[config.mk]
export PLATFORM = sky130hd
export DESIGN_NAME = msb_first_bit_string_builder_core
export DESIGN_NICKNAME = d
export VERILOG_FILES = /design/src/msbb_pkg.sv /design/src/msbb_buffer_ram.sv /design/src/msbb_field_fmt.sv /design/src/msb_first_bit_string_builder_core.sv
export SDC_FILE = /design/constraint.sdc
export NUM_CORES = 2
export LEC_CHECK = 0
export BUFFER_PORTS_ARGS = -buffer_cell sky130_fd_sc_hd__buf_2
export CORE_ASPECT_RATIO = 1.2
export CORE_MARGIN = 1.5
export CORE_UTILIZATION = 50
export DETAILED_ROUTE_END_ITERATION = 10
export HOLD_SLACK_MARGIN = 0.15
export PLACE_DENSITY = 0.64
export SYNTH_ARGS = -nofsm -noshare
export SYNTH_HDL_FRONTEND = slang
export SYNTH_SLANG_ARGS = --single-unit
[constraint.sdc]
create_clock -name clk -period 14.75 [get_ports clk]
set_clock_uncertainty 0.15 [all_clocks]
set_input_delay 2.2125 -clock clk [delete_from_list [all_inputs] [get_ports clk]]
set_output_delay 2.2125 -clock clk [all_outputs]
set_load 0.005 [all_outputs]
[src/msbb_pkg.sv]
// Shared types and constants of the MSB-first bit string builder.
// No dependencies; the formatter and the top level use it by scoped names.

package msbb_pkg;

    localparam int FIELD_W = 128;  // left-aligned bit string, first bit at the top
    localparam int NBITS_W = 7;    // longest string is a 127-bit uint store
    localparam int BYTE_W  = 8;

    localparam logic [2:0] OP_UINT     = 3'd0;
    localparam logic [2:0] OP_COINS    = 3'd1;
    localparam logic [2:0] OP_ADDR_HDR = 3'd2;
    localparam logic [2:0] OP_ADDR_NUL = 3'd3;
    localparam logic [2:0] OP_FINALIZE = 3'd4;
    localparam logic [2:0] OP_CLEAR    = 3'd5;
    localparam logic [2:0] OP_READ     = 3'd6;

    // Bit string to append, as the formatter hands it to the sequencer.
    typedef struct packed {
        logic                  is_store;
        logic [NBITS_W-1:0]    nbits;
        logic [FIELD_W-1:0]    bits;
    } field_t;

endpackage

[src/msbb_buffer_ram.sv]
// Byte buffer storage: one write port, one read port with registered data.
// No dependencies.

module msbb_buffer_ram #(
    parameter int DEPTH  = 128,
    parameter int ADDR_W = 7
) (
    input  logic              clk,
    input  logic              we,
    input  logic [ADDR_W-1:0] waddr,
    input  logic [7:0]        wdata,
    input  logic              re,
    input  logic [ADDR_W-1:0] raddr,
    output logic [7:0]        rdata
);

    logic [7:0] mem [DEPTH];
    logic [7:0] rdata_reg;

    always_ff @(posedge clk)
    begin
        if (we)
        begin
            mem[waddr] <= wdata;
        end
    end

    always_ff @(posedge clk)
    begin
        if (re)
        begin
            rdata_reg <= mem[raddr];
        end
    end

    assign rdata = rdata_reg;

endmodule

[src/msbb_field_fmt.sv]
// Turns one command into a left-aligned bit string and its length.
// Depends on msbb_pkg.

module msbb_field_fmt (
    input  logic [2:0]       opcode,
    input  logic [63:0]      value,
    input  logic [6:0]       width,
    input  logic [2:0]       offset,
    output msbb_pkg::field_t fld
);

    logic [3:0]                      len;
    logic [msbb_pkg::FIELD_W-1:0]    raw;
    logic [msbb_pkg::NBITS_W-1:0]    n;
    logic                            is_store;
    logic [6:0]                      shamt;

    // Byte count of a coin amount: index of the highest nonzero byte, plus one.
    always_comb
    begin
        len = 4'd0;
        for (int i = 0; i < 8; i++)
        begin
            if (value[8*i +: 8] != 8'd0)
            begin
                len = 4'(i + 1);
            end
        end
    end

    always_comb
    begin
        raw      = '0;
        n        = '0;
        is_store = 1'b0;
        unique case (opcode)
            msbb_pkg::OP_UINT:
            begin
                raw      = {64'd0, value};
                n        = width;
                is_store = 1'b1;
            end
            msbb_pkg::OP_COINS:
            begin
                // place the count right above the significant bytes of the amount
                raw      = ({124'd0, len} << {len, 3'b000}) | {64'd0, value};
                n        = 7'({len, 3'b000}) + 7'd4;
                is_store = 1'b1;
            end
            msbb_pkg::OP_ADDR_HDR:
            begin
                raw      = {117'd0, 3'b100, value[7:0]};
                n        = 7'd11;
                is_store = 1'b1;
            end
            msbb_pkg::OP_ADDR_NUL:
            begin
                n        = 7'd2;
                is_store = 1'b1;
            end
            msbb_pkg::OP_FINALIZE:
            begin
                // a 1 and then 0s up to the byte boundary
                raw = {120'd0, 8'h80 >> offset};
                n   = (offset == 3'd0) ? 7'd0 : 7'(4'd8 - {1'b0, offset});
            end
            default:
            begin
                raw = '0;
            end
        endcase
    end

    // Drop bits above the string length off the top; first bit lands at the MSB.
    assign shamt        = 7'(8'd128 - {1'b0, n});
    assign fld.bits     = raw << shamt;
    assign fld.nbits    = n;
    assign fld.is_store = is_store;

endmodule

[src/msb_first_bit_string_builder_core.sv]
// Top level of the MSB-first bit string builder: sequencer, cursor and byte writer.
// Depends on msbb_pkg, msbb_field_fmt and msbb_buffer_ram.

// A command is taken when start is high and busy is low; one result word follows
// on done for a single cycle and cannot be held off. Clear, no-op, dropped stores
// and finalize on a byte boundary return done straight from the load state; a
// byte read passes through the read state first, for the buffer's registered
// read port. A store passes through the write state once for each buffer byte it
// touches, since the byte writer puts one byte per cycle through the single write
// port. busy drops in the cycle done is shown, so the next command may be
// accepted there. Clear takes no sweep: bytes past the cursor read as zero, and
// the first byte written after the cursor keeps only the bits already behind it.

module msb_first_bit_string_builder_core #(
    parameter int BUFFER_BYTES = 128
) (
    input  logic        clk,
    input  logic        rst_n,
    input  logic        start,
    output logic        busy,
    input  logic [2:0]  opcode,
    input  logic [63:0] value,
    input  logic [6:0]  width,
    input  logic [6:0]  byte_index,
    output logic        done,
    output logic [7:0]  read_data,
    output logic [10:0] bit_count,
    output logic        overflow
);

    localparam int CW     = $clog2(BUFFER_BYTES * 8 + 1);
    localparam int ADDR_W = $clog2(BUFFER_BYTES);
    localparam int CNTW   = (CW > 11) ? CW : 11;
    localparam logic [CW-1:0] TOTAL_BITS = CW'(BUFFER_BYTES * 8);

    typedef enum logic [3:0] {
        ST_IDLE  = 4'b0001,
        ST_LOAD  = 4'b0010,
        ST_WRITE = 4'b0100,
        ST_READ  = 4'b1000
    } state_t;

    state_t                          state_reg, state_next;
    logic [CW-1:0]                   cursor_reg, cursor_next;
    logic                            done_reg, done_next;
    logic                            ovf_reg, ovf_next;
    logic [7:0]                      rd_reg, rd_next;
    logic [msbb_pkg::FIELD_W-1:0]    s_reg, s_next;
    logic [msbb_pkg::NBITS_W-1:0]    rem_reg, rem_next;
    logic [2:0]                      op_reg;
    logic [63:0]                     value_reg;
    logic [6:0]                      width_reg;
    logic [6:0]                      idx_reg;

    msbb_pkg::field_t                fld;
    logic [2:0]                      off;
    logic [CW-1:0]                   room;
    logic                            fits;
    logic [3:0]                      span;
    logic [3:0]                      k;
    logic [CW-1:0]                   idx_ext;
    logic [CW-1:0]                   fill;
    logic [CNTW-1:0]                 cur_ext;

    logic                            ram_we;
    logic                            ram_re;
    logic [ADDR_W-1:0]               ram_raddr;
    logic [7:0]                      ram_wdata;
    logic [7:0]                      ram_rdata;

    msbb_field_fmt u_fmt (
        .opcode (op_reg),
        .value  (value_reg),
        .width  (width_reg),
        .offset (off),
        .fld    (fld)
    );

    msbb_buffer_ram #(
        .DEPTH  (BUFFER_BYTES),
        .ADDR_W (ADDR_W)
    ) u_ram (
        .clk   (clk),
        .we    (ram_we),
        .waddr (cursor_reg[ADDR_W+2:3]),
        .wdata (ram_wdata),
        .re    (ram_re),
        .raddr (ram_raddr),
        .rdata (ram_rdata)
    );

    assign off     = cursor_reg[2:0];
    assign room    = TOTAL_BITS - cursor_reg;
    assign fits    = CW'(fld.nbits) <= room;
    assign span    = 4'd8 - {1'b0, off};
    assign k       = ({3'b000, span} < rem_reg) ? span : rem_reg[3:0];
    assign idx_ext = CW'(idx_reg);
    assign fill    = CW'(cursor_reg[CW-1:3]);

    assign ram_re    = (state_reg == ST_LOAD);
    assign ram_raddr = (op_reg == msbb_pkg::OP_READ) ? idx_ext[ADDR_W-1:0]
                                                     : cursor_reg[ADDR_W+2:3];
    assign ram_we    = (state_reg == ST_WRITE);
    // keep bits already behind the cursor, zero everything after the new bits
    assign ram_wdata = (ram_rdata & ~(8'hFF >> off)) | (s_reg[127:120] >> off);

    always_comb
    begin
        state_next  = state_reg;
        cursor_next = cursor_reg;
        done_next   = 1'b0;
        ovf_next    = ovf_reg;
        rd_next     = rd_reg;
        s_next      = s_reg;
        rem_next    = rem_reg;
        unique case (state_reg)
            ST_IDLE:
            begin
                if (start)
                begin
                    state_next = ST_LOAD;
                end
            end
            ST_LOAD:
            begin
                if (op_reg == msbb_pkg::OP_READ)
                begin
                    state_next = ST_READ;
                end
                else if (fld.nbits != '0 && fits)
                begin
                    state_next = ST_WRITE;
                    s_next     = fld.bits;
                    rem_next   = fld.nbits;
                end
                else
                begin
                    state_next = ST_IDLE;
                    done_next  = 1'b1;
                    rd_next    = 8'd0;
                    ovf_next   = fld.is_store && !fits;
                    if (op_reg == msbb_pkg::OP_CLEAR)
                    begin
                        cursor_next = '0;
                    end
                end
            end
            ST_WRITE:
            begin
                cursor_next = cursor_reg + CW'(k);
                rem_next    = rem_reg - 7'(k);
                s_next      = s_reg << k;
                if (rem_reg == 7'(k))
                begin
                    state_next = ST_IDLE;
                    done_next  = 1'b1;
                    rd_next    = 8'd0;
                    ovf_next   = 1'b0;
                end
            end
            ST_READ:
            begin
                state_next = ST_IDLE;
                done_next  = 1'b1;
                ovf_next   = 1'b0;
                if (idx_ext < fill)
                begin
                    rd_next = ram_rdata;
                end
                else if (idx_ext == fill && off != 3'd0)
                begin
                    // partly filled byte: hide stale bits past the cursor
                    rd_next = ram_rdata & ~(8'hFF >> off);
                end
                else
                begin
                    rd_next = 8'd0;
                end
            end
            default:
            begin
                state_next = ST_IDLE;
            end
        endcase
    end

    always_ff @(posedge clk or negedge rst_n)
    begin
        if (!rst_n)
        begin
            state_reg  <= ST_IDLE;
            cursor_reg <= '0;
            done_reg   <= 1'b0;
            ovf_reg    <= 1'b0;
            rd_reg     <= 8'd0;
        end
        else
        begin
            state_reg  <= state_next;
            cursor_reg <= cursor_next;
            done_reg   <= done_next;
            ovf_reg    <= ovf_next;
            rd_reg     <= rd_next;
        end
    end

    always_ff @(posedge clk)
    begin
        s_reg   <= s_next;
        rem_reg <= rem_next;
        if (state_reg == ST_IDLE && start)
        begin
            op_reg    <= opcode;
            value_reg <= value;
            width_reg <= width;
            idx_reg   <= byte_index;
        end
    end

    assign cur_ext   = CNTW'(cursor_reg);
    assign busy      = (state_reg != ST_IDLE);
    assign done      = done_reg;
    assign read_data = rd_reg;
    assign bit_count = cur_ext[10:0];
    assign overflow  = ovf_reg;

    a_cursor_bound: assert property (@(posedge clk) disable iff (!rst_n)
        cursor_reg <= TOTAL_BITS)
        else $error("bit cursor past end of buffer");

    a_done_after_work: assert property (@(posedge clk) disable iff (!rst_n)
        done_reg |-> $past(state_reg) != ST_IDLE)
        else $error("result word without a command in flight");

    a_write_in_range: assert property (@(posedge clk) disable iff (!rst_n)
        (state_reg == ST_WRITE) |-> (cursor_reg < TOTAL_BITS && rem_reg != '0))
        else $error("byte write outside buffer or with nothing left");

    a_drop_holds_cursor: assert property (@(posedge clk) disable iff (!rst_n)
        (done_reg && ovf_reg) |-> cursor_reg == $past(cursor_reg))
        else $error("dropped store moved the cursor");

endmodule

Yosys cells after proc, flatten, opt, wreduce, memory -nomap -nowiden:

Memory sizes are Yosys's and may differ from the RTL's. A register that Yosys moved wholly into a read port is not among the register bits.
Cells that the tools add are included.

* bitwise logic cells: 4
* order comparisons: 3
* equal/unequal tests: 19
* add/sub/neg operators: 7
* reduce and logical (&&, ||, !) cells: 24
* shifts and indexed selects: 6
* muxes and demuxes: 45

Operator list (count)
* 128-bit one-hot mux with 4 select lines: 1
* 128-bit two-way mux: 2
* 128-bit one-hot mux with 2 select lines: 1
* 128-bit by 64-bit OR with 128-bit output: 1
* 128-bit by 4-bit left shift with 128-bit output: 1
* 128-bit by 7-bit left shift with 128-bit output: 1
* 4-bit by 7-bit left shift with 128-bit output: 1
* 8-bit nonzero test: 8
* 8-bit two-way mux: 5
* 7-bit one-hot mux with 5 select lines: 1
* 11-bit two-way mux: 3
* 7-bit two-way mux: 4
* 8-bit one-hot mux with 3 select lines: 1
* 11-bit one-hot mux with 2 select lines: 1
* 4-bit two-way mux: 5
* 8-bit by 3-bit right shift with 8-bit output (first input constant): 2
* 3-bit two-way mux: 5
* 7-bit one-hot mux with 2 select lines: 1
* 4-bit one-hot mux with 3 select lines: 1
* 11-bit by 4-bit adder with 11-bit output: 1
* 7-bit by 11-bit less-or-equal comparator with 1-bit output: 1
* 11-bit subtractor (first input constant): 1
* 1-bit two-way mux: 10
* 3-bit equality test (second input constant): 3
* 34 further kinds: 47

* logic and storage cells: 120
* output and inout bits: 22
* bits in writable memories: 1024
* register bits: 241
* memories: 1

Memories
* u_ram.mem: words 128, width 8, read ports 1, clocked after memory_dff 1, write ports 1, RTL line msbb_buffer_ram.sv:17 `logic [7:0] mem [DEPTH];`

Depth between registers and ports, before layout:

* word-level depth: 17
* mapped depth: 23

By module:

A second synthesis with hierarchy kept.

* cells, all modules: 4307
* area, all modules: 63624.8 um^2

Modules (own cells, without submodules)
* msbb_buffer_ram: area an instance 39745.6 um^2, cells an instance 1635, times used 1, sequential area each 30989.7 um^2
* msb_first_bit_string_builder_core: area an instance 15245.9 um^2, cells an instance 1471, times used 1, sequential area each 7113.1 um^2
* msbb_field_fmt: area an instance 8633.3 um^2, cells an instance 1201, times used 1, sequential area each 0.0 um^2

Least setup slack after synthesis:

Ideal clock, no wire load.

* kind: reg2reg
* from: register cursor_reg[0] (netlist: bit_count[0])
* to: memory u_ram.mem[0][4] (data pin)
* cell stages (with the launch flop): 6
* period minus slack after synthesis: 7595 ps
* data required time: 13403 ps
* setup time: 1197 ps
* slack: 7155 ps
* arrival: 6248 ps
* path through: dfrtp_1 -> buf_1 -> mux2i_1 -> nand2_1 -> o21ai_0 -> o21ai_0

* cells in the longest elaborated chain, start to end: 4
* elaborated cells between the ends (all ways): 5

RTL lines
* start: declaration: RTL line msb_first_bit_string_builder_core.sv:44 `logic [CW-1:0] cursor_reg, cursor_next;`
* start signal: assignment: RTL line msb_first_bit_string_builder_core.sv:200 `cursor_reg <= cursor_next;`
* 8-bit by 3-bit right shift with 8-bit output: RTL line msb_first_bit_string_builder_core.sv:105 `assign ram_wdata = (ram_rdata & ~(8'hFF >> off)) | (s_reg[127:120] >> off);`
* 8-bit inverter: RTL line msb_first_bit_string_builder_core.sv:105
* 8-bit AND: RTL line msb_first_bit_string_builder_core.sv:105
* 8-bit OR *: RTL line msb_first_bit_string_builder_core.sv:105
* named net ram_wdata[4]: RTL line msb_first_bit_string_builder_core.sv:68 `logic [7:0] ram_wdata;`
* end: declaration: RTL line msbb_buffer_ram.sv:17

Mark *: on every way through the listed nets, which the timed path passes. The rest lies on a longest branch.

Worst setup path after layout:

* from: register cursor_reg[0] (netlist: bit_count[0])
* to: register s_reg[56] in the netlist's numbering (data pin)

* cells in the longest elaborated chain, start to end: 8
* elaborated cells between the ends (all ways): 15

RTL lines
* 4-bit by 3-bit subtractor with 5-bit output or 3-bit logical NOT (tied branches): RTL line msbb_field_fmt.sv:65 `n = (offset == 3'd0) ? 7'd0 : 7'(4'd8 - {1'b0, offset});`
* 7-bit two-way mux: RTL line msbb_field_fmt.sv:65
* 7-bit one-hot mux with 5 select lines: RTL line msbb_field_fmt.sv:36 `unique case (opcode)`
* 1-bit by 7-bit subtractor with 7-bit output: RTL line msbb_field_fmt.sv:75 `assign shamt = 7'(8'd128 - {1'b0, n});`
* 128-bit by 7-bit left shift with 128-bit output: RTL line msbb_field_fmt.sv:76 `assign fld.bits = raw << shamt;`
* 128-bit two-way mux: RTL line msb_first_bit_string_builder_core.sv:130 `else if (fld.nbits != '0 && fits)`
* 128-bit two-way mux: RTL line msb_first_bit_string_builder_core.sv:126 `if (op_reg == msbb_pkg::OP_READ)`
* 128-bit one-hot mux with 2 select lines *: RTL line msb_first_bit_string_builder_core.sv:116 `unique case (state_reg)`
* named net s_next, one bit: RTL line msb_first_bit_string_builder_core.sv:48 `logic [msbb_pkg::FIELD_W-1:0] s_reg, s_next;`
* end signal: assignment: RTL line msb_first_bit_string_builder_core.sv:209 `s_reg <= s_next;`
* end: declaration: RTL line msb_first_bit_string_builder_core.sv:48

Mark *: on every way through the listed nets, which the timed path passes. The rest lies on a longest branch. The select of a mux whose other input is x is not followed.
A chain may end at the register's enable or synchronous reset.

==> qor_table.md <==
| Result | Value |
| --- | --- |
| Outcome | finished clean |
| Number of warnings issued by yosys | 0 |
| # Post-CTS Setup Buffers | 0 |
| Crit share post-route | 50.22% |
| Setup slack of the critical path after layout | 7.342 ns |
| Starting DRT DRC Count | 6080 |
| Proportion of register bits with asynchronous set or reset after synthesis | 1.964% |
| Root Buffer Master | sky130_fd_sc_hd__clkbuf_16 |
| Width of the chip | 328.0 um |
| Die area | 128900 sq um |
| Vias after detailed routing | 42861 |
| Fraction of final layout cells with drive strength greater than 1 | 17.80% |
| Dominant cell by count in the synthesized netlist | sky130_fd_sc_hd__edfxtp_1 |
| Count of unresolved DRC violations after routing | 0 |
| Arr. time, crit path | 7.75 ns |
| Hold Violations, Final | 0 |
| Setup crit end kind | flip-flop |
| Pre-CTS worst setup slack | 7.577 ns |
| Number of synthesized register bits | 1273 |
| Area share of the largest cell type after synthesis | 59.12% |
| Post-layout instance count excluding filler cells | 6312 |
| Kind of critical path | flip-flop to flip-flop |
| Nature of the critical path startpoint | flip-flop |
| H-tree depth reported by CTS | 4 |
| Initial antenna violation count | 8 |
| Residual antenna-violating net count after detailed routing | 0 |
| Number of cells in the design after placement | 6073 |
| Power density over the cells | 224.7 nW/um^2 |
| Remaining global-route overflow | 0 |
| Final layout net count | 4672 |
| Number of buffers inserted by hold repair at cts | 0 |
| Clock input transition at the sequential cells of the worst setup and hold paths | 0.06 ns |
| Primary FF master, synth | sky130_fd_sc_hd__edfxtp_1 |
| Area growth from synthesis to layout | 10.14% |
| First-pass GRT wire length | 291.0 mm |
| Sinks on Clock Net | 1273 |
| Syn nets | 4684 |
| Total global routing track utilization | 31.09% |
| Largest net degree at the start of global routing | 123 |
| Setup Viol. Count Final | 0 |
| Weighted congestion reported at the end of routability-driven placement | 1.034 |
| Slew margin rel. | 7.630% |
| Cell area after technology mapping | 63380 sq um |
| Hold_sp | read_data[0] |
| Cell count after synthesis | 4564 |
| Clock tree from TritonCTS | yes |
| RR Startpoint | bit_count[0] |
| FP Rows | 142 |
| Minimum clock period after layout | 7.408 ns |
| P_leak | 23.15 nW |
| Final instance area | 69810 sq um |
| Initial Util | 50.60% |
| Worst-skew pair later-pin latency | 0.79 ns |
| Deepest clock path buffer count | 3 |
| Floorplan die height | 393.0 um |
| Placeable core region | 125300 sq um |
| Sum of routed wire length over all layers | 201.2 mm |
| Standard cell area after detailed placement | 65590 sq um |
| Length of the first detailed-routing pass in iterations | 7 |
| Library cells used by synthesis | 98 |
| Transition at the pin with the smallest max-transition slack | 1.381 ns |
| Routed via count divided by cell count | 6.790 |
| Final-layout worst hold slack | 0.3719 ns |
| Via count of the first global-routing pass | 41634 |
| IO Pins | 106 |
| Top cell types by occurrence after synthesis | sky130_fd_sc_hd__edfxtp_1 (1248), sky130_fd_sc_hd__nand2_1 (566), sky130_fd_sc_hd__mux2i_1 (409), sky130_fd_sc_hd__mux4_2 (282), sky130_fd_sc_hd__nor2_1 (246) |
| DPL Wire Length | 132.0 mm |
| Worst hold path type | flip-flop to flip-flop |
| Share of the yosys chip area belonging to registers | 60.11% |
| Max-cap violations | 0 |
| Area contributors post-synth | sky130_fd_sc_hd__edfxtp_1 (59%), sky130_fd_sc_hd__mux4_2 (10%), sky130_fd_sc_hd__mux2i_1 (6.5%) |
| RSZ-0062 raised after global routing | false |
| Number of input and output port buffers inserted | 105 |
| Detailed-route wire length per cell | 31.88 um |
| WP data required | 15.09 ns |
| Number of buffers created by CTS | 132 |
| Worst setup startpoint | bit_count[0] |
| Cell type with the largest total area after synthesis | sky130_fd_sc_hd__edfxtp_1 |
| Max reg flops | 1024 |
| Post-synth EDFFs | 1248 |
| Summed negative setup slack over all endpoints | 0 ns |
| Biggest fanout along the worst timing path | 48 |
| Synthesized area per cell | 13.89 sq um |
| Max VDD drop | 172.7 uV |
| Antenna cells | 0 |
| Highest clock frequency the design can meet | 135.0 MHz |
| FILL cells | 10079 |
| Final-report max-slew violation count | 0 |
| Post-CTS sizing | 0 |
[cell usage in the layout, fill, tap and decap left out, types with 26 or more instances in the layout]
cell	netlist	final
sky130_fd_sc_hd__inv_1	41	41
sky130_fd_sc_hd__nand3_1	168	166
sky130_fd_sc_hd__nor2_1	246	238
sky130_fd_sc_hd__buf_4	4	93
sky130_fd_sc_hd__o211ai_1	114	114
sky130_fd_sc_hd__ha_1	34	33
sky130_fd_sc_hd__o21ai_0	131	125
sky130_fd_sc_hd__nand2_1	566	562
sky130_fd_sc_hd__clkbuf_1	228	36
sky130_fd_sc_hd__edfxtp_1	1248	1248
sky130_fd_sc_hd__clkbuf_16	0	136
sky130_fd_sc_hd__mux2i_1	409	403
sky130_fd_sc_hd__nor3_1	49	48
sky130_fd_sc_hd__a21oi_1	133	132
sky130_fd_sc_hd__mux4_2	282	281
sky130_fd_sc_hd__a211oi_1	58	58
sky130_fd_sc_hd__a221oi_1	27	27
sky130_fd_sc_hd__o22ai_1	32	32
sky130_fd_sc_hd__mux2_2	88	87
sky130_fd_sc_hd__nor4_1	26	26
sky130_fd_sc_hd__a22oi_1	31	31
sky130_fd_sc_hd__buf_2	67	105
[layout make-up]
| cell class | count | area, sq um | area share (%) |
|---|---|---|---|
| Timing Repair Buffer | 202 | 1289 | 1.846 |
| Clock buffer | 173 | 3552 | 5.088 |
| Sequential cell | 1273 | 38100 | 54.58 |
| Tap cell | 1656 | 2072 | 2.968 |
| Multi-Input combinational cell | 2898 | 23960 | 34.32 |
| Clock inverter | 65 | 659.4 | 0.9445 |
| Inverter | 45 | 176.4 | 0.2527 |
[metal layers]
metal	GRT usage, %	up-vias	share of wire (%)	routed length, um
met5	0	-	0.013	26
met4	14.42	4	5.1	10170
met3	6.773	485	10	20470
met2	45.71	2475	44	88690
met1	44.23	21729	41	81880
li1	-	18168	-	-
[critical path, cell delays in order (launching register included)]
cell and delay (ns):
sky130_fd_sc_hd__dfrtp_1 0.68, sky130_fd_sc_hd__inv_1 0.34, sky130_fd_sc_hd__ha_1 0.31, sky130_fd_sc_hd__ha_1 0.37, sky130_fd_sc_hd__nor3b_1 0.10, sky130_fd_sc_hd__a311oi_1 0.70, sky130_fd_sc_hd__ha_2 0.36, sky130_fd_sc_hd__inv_1 0.06
sky130_fd_sc_hd__o211a_1 0.43, sky130_fd_sc_hd__nor2_4 0.17, sky130_fd_sc_hd__buf_4 0.50, sky130_fd_sc_hd__nor2_1 0.33, sky130_fd_sc_hd__a221oi_1 1.08, sky130_fd_sc_hd__mux2i_1 0.42, sky130_fd_sc_hd__or3_1 0.42, sky130_fd_sc_hd__o211ai_1 0.48
sky130_fd_sc_hd__o22ai_1 0.17
[power breakdown]
group	switching, mW	internal [mW]
sequential	0.193	4.86
combinational	4.94	2.42
clock	1.44	1.84
total	6.57	9.11
[kinds of logic after synthesis]
logic type      Yosys count  synth area share (%)
xor+xnor                 17                0.2586
simple gates           1212                 8.551
mux                     780                 18.07
fa+ha+maj                36                0.7343
buf+inv                 393                 2.542
compound gates          853                 9.734
flops                  1273                 60.11
[worst paths after layout]
path / slack (ns) / cells after the start / end
setup reg to reg: 7.34 / 16 / s_reg[56]
hold reg to reg: 0.37 / 1 / read_data[0]
max in group asynchronous: 12.74 / 1 / bit_count[7]
setup / recovery: 7.34 / 16 / s_reg[56]
min in group asynchronous: 1.29 / 1 / bit_count[4]
hold / removal: 0.37 / 1 / read_data[0]
[stage by stage]
stage,total power [mW],utilization (%)
after CTS,15.52,55.73
after global routing,16.22,55.74
after global placement,12.22,52.37
final,15.69,55.74
after floorplan,9.960,-
after detailed placement,12.25,52.37
(Power assumes the default switching activity.)
